### config.mk
export PLATFORM = sky130hd
export DESIGN_NAME = kmc_div
export DESIGN_NICKNAME = d
export VERILOG_FILES = /design/src/sv/kmc_div.sv
export SDC_FILE = /design/constraint.sdc
export NUM_CORES = 1
export LEC_CHECK = 0
export CAP_MARGIN = 20
export CORE_ASPECT_RATIO = 0.7
export CORE_MARGIN = 4
export CORE_UTILIZATION = 52
export DETAILED_ROUTE_END_ITERATION = 6
export DONT_BUFFER_PORTS = 1
export PLACE_DENSITY = 0.67
export SETUP_SLACK_MARGIN = 0.5
export SLEW_MARGIN = 40
export SYNTH_ARGS = -nofsm -noshare
export SYNTH_HDL_FRONTEND = slang
export SYNTH_SLANG_ARGS = --single-unit
### constraint.sdc
create_clock -name i_clk -period 4.18 [get_ports i_clk]
set_input_delay 0.627 -clock i_clk [delete_from_list [all_inputs] [get_ports i_clk]]
set_output_delay 0.627 -clock i_clk [all_outputs]
set_load 0.01 [all_outputs]
### src/sv/kmc_div.sv
// ----------------------------------------------------------------------------
// kmc_div
// Iterative signed by unsigned divider, one quotient bit per cycle,
// quotient truncated toward zero.
// ----------------------------------------------------------------------------
`timescale 1ns / 1ps
`default_nettype none

module kmc_div #(
    parameter int SW = 27,
    parameter int NW = 11
) (
    input  wire                  i_clk,
    input  wire                  i_rst_n,
    input  wire                  i_start,
    input  wire signed [SW-1:0]  i_num,
    input  wire        [NW-1:0]  i_den,
    output logic                 o_done,
    output logic signed [SW-1:0] o_quo
);

    localparam int CNTW = $clog2(SW + 1);

    logic            r_busy;
    logic [CNTW-1:0] r_cnt;
    logic [SW-1:0]   r_mag;
    logic [NW-1:0]   r_rem;
    logic [NW-1:0]   r_den;
    logic            r_neg;
    logic            r_done;

    logic [NW:0]     w_rem_sh;
    logic            w_ge;
    logic [NW:0]     w_rem_sub;

    assign w_rem_sh  = {r_rem, r_mag[SW-1]};
    assign w_ge      = w_rem_sh >= {1'b0, r_den};
    assign w_rem_sub = w_rem_sh - {1'b0, r_den};

    always_ff @(posedge i_clk) begin
        if (!i_rst_n) begin
            r_busy <= 1'b0;
            r_done <= 1'b0;
            r_cnt  <= '0;
        end else begin
            r_done <= 1'b0;
            if (i_start) begin
                r_busy <= 1'b1;
                r_cnt  <= '0;
            end else if (r_busy) begin
                r_cnt <= r_cnt + 1'b1;
                if (r_cnt == CNTW'(SW - 1)) begin
                    r_busy <= 1'b0;
                    r_done <= 1'b1;
                end
            end
        end
    end

    always_ff @(posedge i_clk) begin
        if (i_start) begin
            r_neg <= i_num[SW-1];
            r_mag <= i_num[SW-1] ? (SW'(0) - i_num) : i_num;
            r_rem <= '0;
            r_den <= i_den;
        end else if (r_busy) begin
            r_rem <= w_ge ? w_rem_sub[NW-1:0] : w_rem_sh[NW-1:0];
            r_mag <= {r_mag[SW-2:0], w_ge};
        end
    end

    assign o_done = r_done;
    assign o_quo  = r_neg ? signed'(SW'(0) - r_mag) : signed'(r_mag);

endmodule

`default_nettype wire

==> impl_metrics.tcl <==
set metrics [dict create \
    critPathKind "reg2out" \
    coreArea_um2 7290 \
    n_fill_cell 661 \
    cp_max_fo 4 \
    die_width_um 112 \
    ys_top_cells_by_count "nor2_1 (48), edfxtp_1 (39), a21oi_1 (37), o21ai_0 (35), xor2_1 (32)" \
    finalInstanceArea_um2 4150 \
    endpoint_kind "primary output" \
    post-cts-setup-buffers 0 \
    ir_worst_vdd_mv 0.270 \
    gr-total-overflow 0 \
    htree_levels 3 \
    vias 3213 \
    antenna_found_initial 0 \
    die-area_um2 8990 \
    setup_tns_ns 0 \
    synth_top_area_share_pct 30.0 \
    post-route-min-period_ns 3.45 \
    netlist_instances 438 \
    slew_viol_final 0 \
    avgRoutedWirePerCell_um 17.4 \
    synth_nets 495 \
    gr-usage-all-layers_pct 20.8 \
    io-pin-count 69 \
    cts_root_buf "clkbuf_8" \
    yosysTopAreaCell "edfxtp_1" \
    setup_viol 0 \
    tightestPinTransition_ns 0.780 \
    area_growth_pct 6.21 \
    rsz0062_at_grt "no" \
    drt_iter0_drc 317 \
    hold_class "in2reg" \
    placed_cells 518 \
    die_h_um 80.5 \
    clk_pin_slew_ns 0.08 \
    crit_required_ns 3.55 \
    drive_gt1_share_pct 6.88 \
    grt_max_degree 78 \
    fin_nets 488 \
    insertion_delay_ns 0.34 \
    postRouteWirelength_mm 9.31 \
    drc 0 \
    start_util_pct 53.6 \
    synthFlopType "edfxtp_1" \
    p_leak_nw 1.51 \
    ys_seq_area_share_pct 39.2 \
    synthArstFlopShare_pct 0 \
    dp_hpwl_mm 6.68 \
    fin_crit_sh_pct 82.5 \
    rrSetupSlack_ns 1.39 \
    cts_buffer_depth 2 \
    rows 26 \
    worstPathArrival_ns 2.82 \
    grt_pass1_wl_mm 14.9 \
    diodes 0 \
    finalClockSkew_ns 0.0170 \
    powerDensity_nw_per_um2 375 \
    ys_seq_elements 57 \
    status "complete, no violations" \
    routed_via_density 6.02 \
    grt_pass1_vias 2896 \
    cts_inserted_buffers 9 \
    yosysWarnings 0 \
    ant_nets 0 \
    firstDrtPassIters 5 \
    maxCapViolCount 0 \
    place_area_um2 3980 \
    avgSynthCellArea_um2 8.92 \
    port_buffers 0 \
    tritoncts "done" \
    setup.worst_path.start_class "register" \
    finalNonFillerCells 534 \
    ys_top_cells_by_area "edfxtp_1 (30%), dfxtp_1 (9.2%), xor2_1 (7.2%)" \
    synth_edf_count 39 \
    gp_congestion 0.838 \
    numClockSinks 57 \
    timing.fmax_mhz 290 \
    cts_hold_buf 0 \
    fin_hold_ws_ns 0.376 \
    synth.most_common_cell "nor2_1" \
    ys_types 51 \
    slew_headroom_pct 47.3 \
    syn_area_um2 3910 \
    hold_violations 0 \
]
## cells in the final DEF, fill, tap and decap left out, types with 3 or more instances in the layout
cell	n
a211oi_1	4
a21o_1	4
a21oi_1	36
a311oi_1	9
buf_4	3
clkbuf_8	9
clkinv_2	3
dfxtp_1	18
edfxtp_1	39
ha_1	15
inv_1	25
mux2_2	3
nand2_1	25
nand2b_1	7
nand3_1	11
nand4_1	4
nor2_1	48
nor2b_1	4
nor3_1	9
nor4_1	4
o21ai_0	35
o31ai_1	9
o41ai_1	4
or3_1	10
or4_1	3
xnor2_1	27
xor2_1	32
## cell type report
cell class              count  area [um^2]  area share, %
well taps                  98          123           2.95
inverters                  25         93.8           2.26
clock buffers               9          124           2.98
multi-input cells         335         2210           53.3
repair buffers              3         22.5          0.543
clock inverters             7         45.0           1.09
flip-flops and latches     57         1530           36.9
## metal layers
metal	global-route usage, %	vias up	share of wire, %
li1	-	1579	-
met1	30.3	1516	51
met2	29.9	114	41
met3	5.87	4	7.1
met4	6.08	0	0.55
met5	0	-	0
## cell families (layout without fill, tap and decap cells)
family,Yosys count,in the layout,share of synthesized area [%]
simple gates,137,137,17.2
compound gates,119,119,19.4
flops,57,57,39.2
mux,4,4,1.12
buf+inv,46,44,4.55
xor+xnor,59,59,13.2
fa+ha+maj,16,16,5.32
## path summary, 6_finish.rpt
check / cells after the start / to / startpoint
max: 6 / o_quo[26] / r_mag[4]
min: 0 / r_den[8] / i_den[8]
max reg2reg: 9 / r_rem[1] / r_mag[26]
min reg2reg: 2 / r_rem[9] / r_rem[9]
## critical path, cell delays in order, from the launching register on
cell and delay (ns):
edfxtp_1 0.45, nor3_1 0.38, nand4b_1 0.20, or3_1 0.45, or3_1 0.42, o31ai_1 0.33, xnor2_1 0.26
## timing repair
item                                   4_1_cts  5_1_grt
setup endpoints to repair                    0        2
endpoints found under the hold margin        0        0
resized for setup                            0        1
## stage by stage
step                      worst slack [ns]  utilization, %  power [mW]
after floorplan                       1.32               -        1.03
after global placement                1.13            54.5        1.10
after detailed placement              1.09            54.6        1.11
after CTS                            0.699            56.9        1.57
after global routing                 0.525            57.0        1.65
final                                0.729            57.0        1.56
## flip-flops by register name, indices dropped and copies added (netlist names)
| signal | cells |
|---|---|
| r_mag | 27 |
| r_den | 11 |
| r_rem | 11 |
| r_cnt | 5 |
| o_done | 1 |
| r_busy | 1 |
| r_neg | 1 |
## power breakdown
part / leakage, nW / switching [mW] / internal [mW]
Combinational: 0.884 / 0.230 / 0.153
Clock: 0.0936 / 0.237 / 0.214
Sequential: 0.531 / 0.0547 / 0.668
Total: 1.51 / 0.522 / 1.04
(Power assumes the default switching activity.)
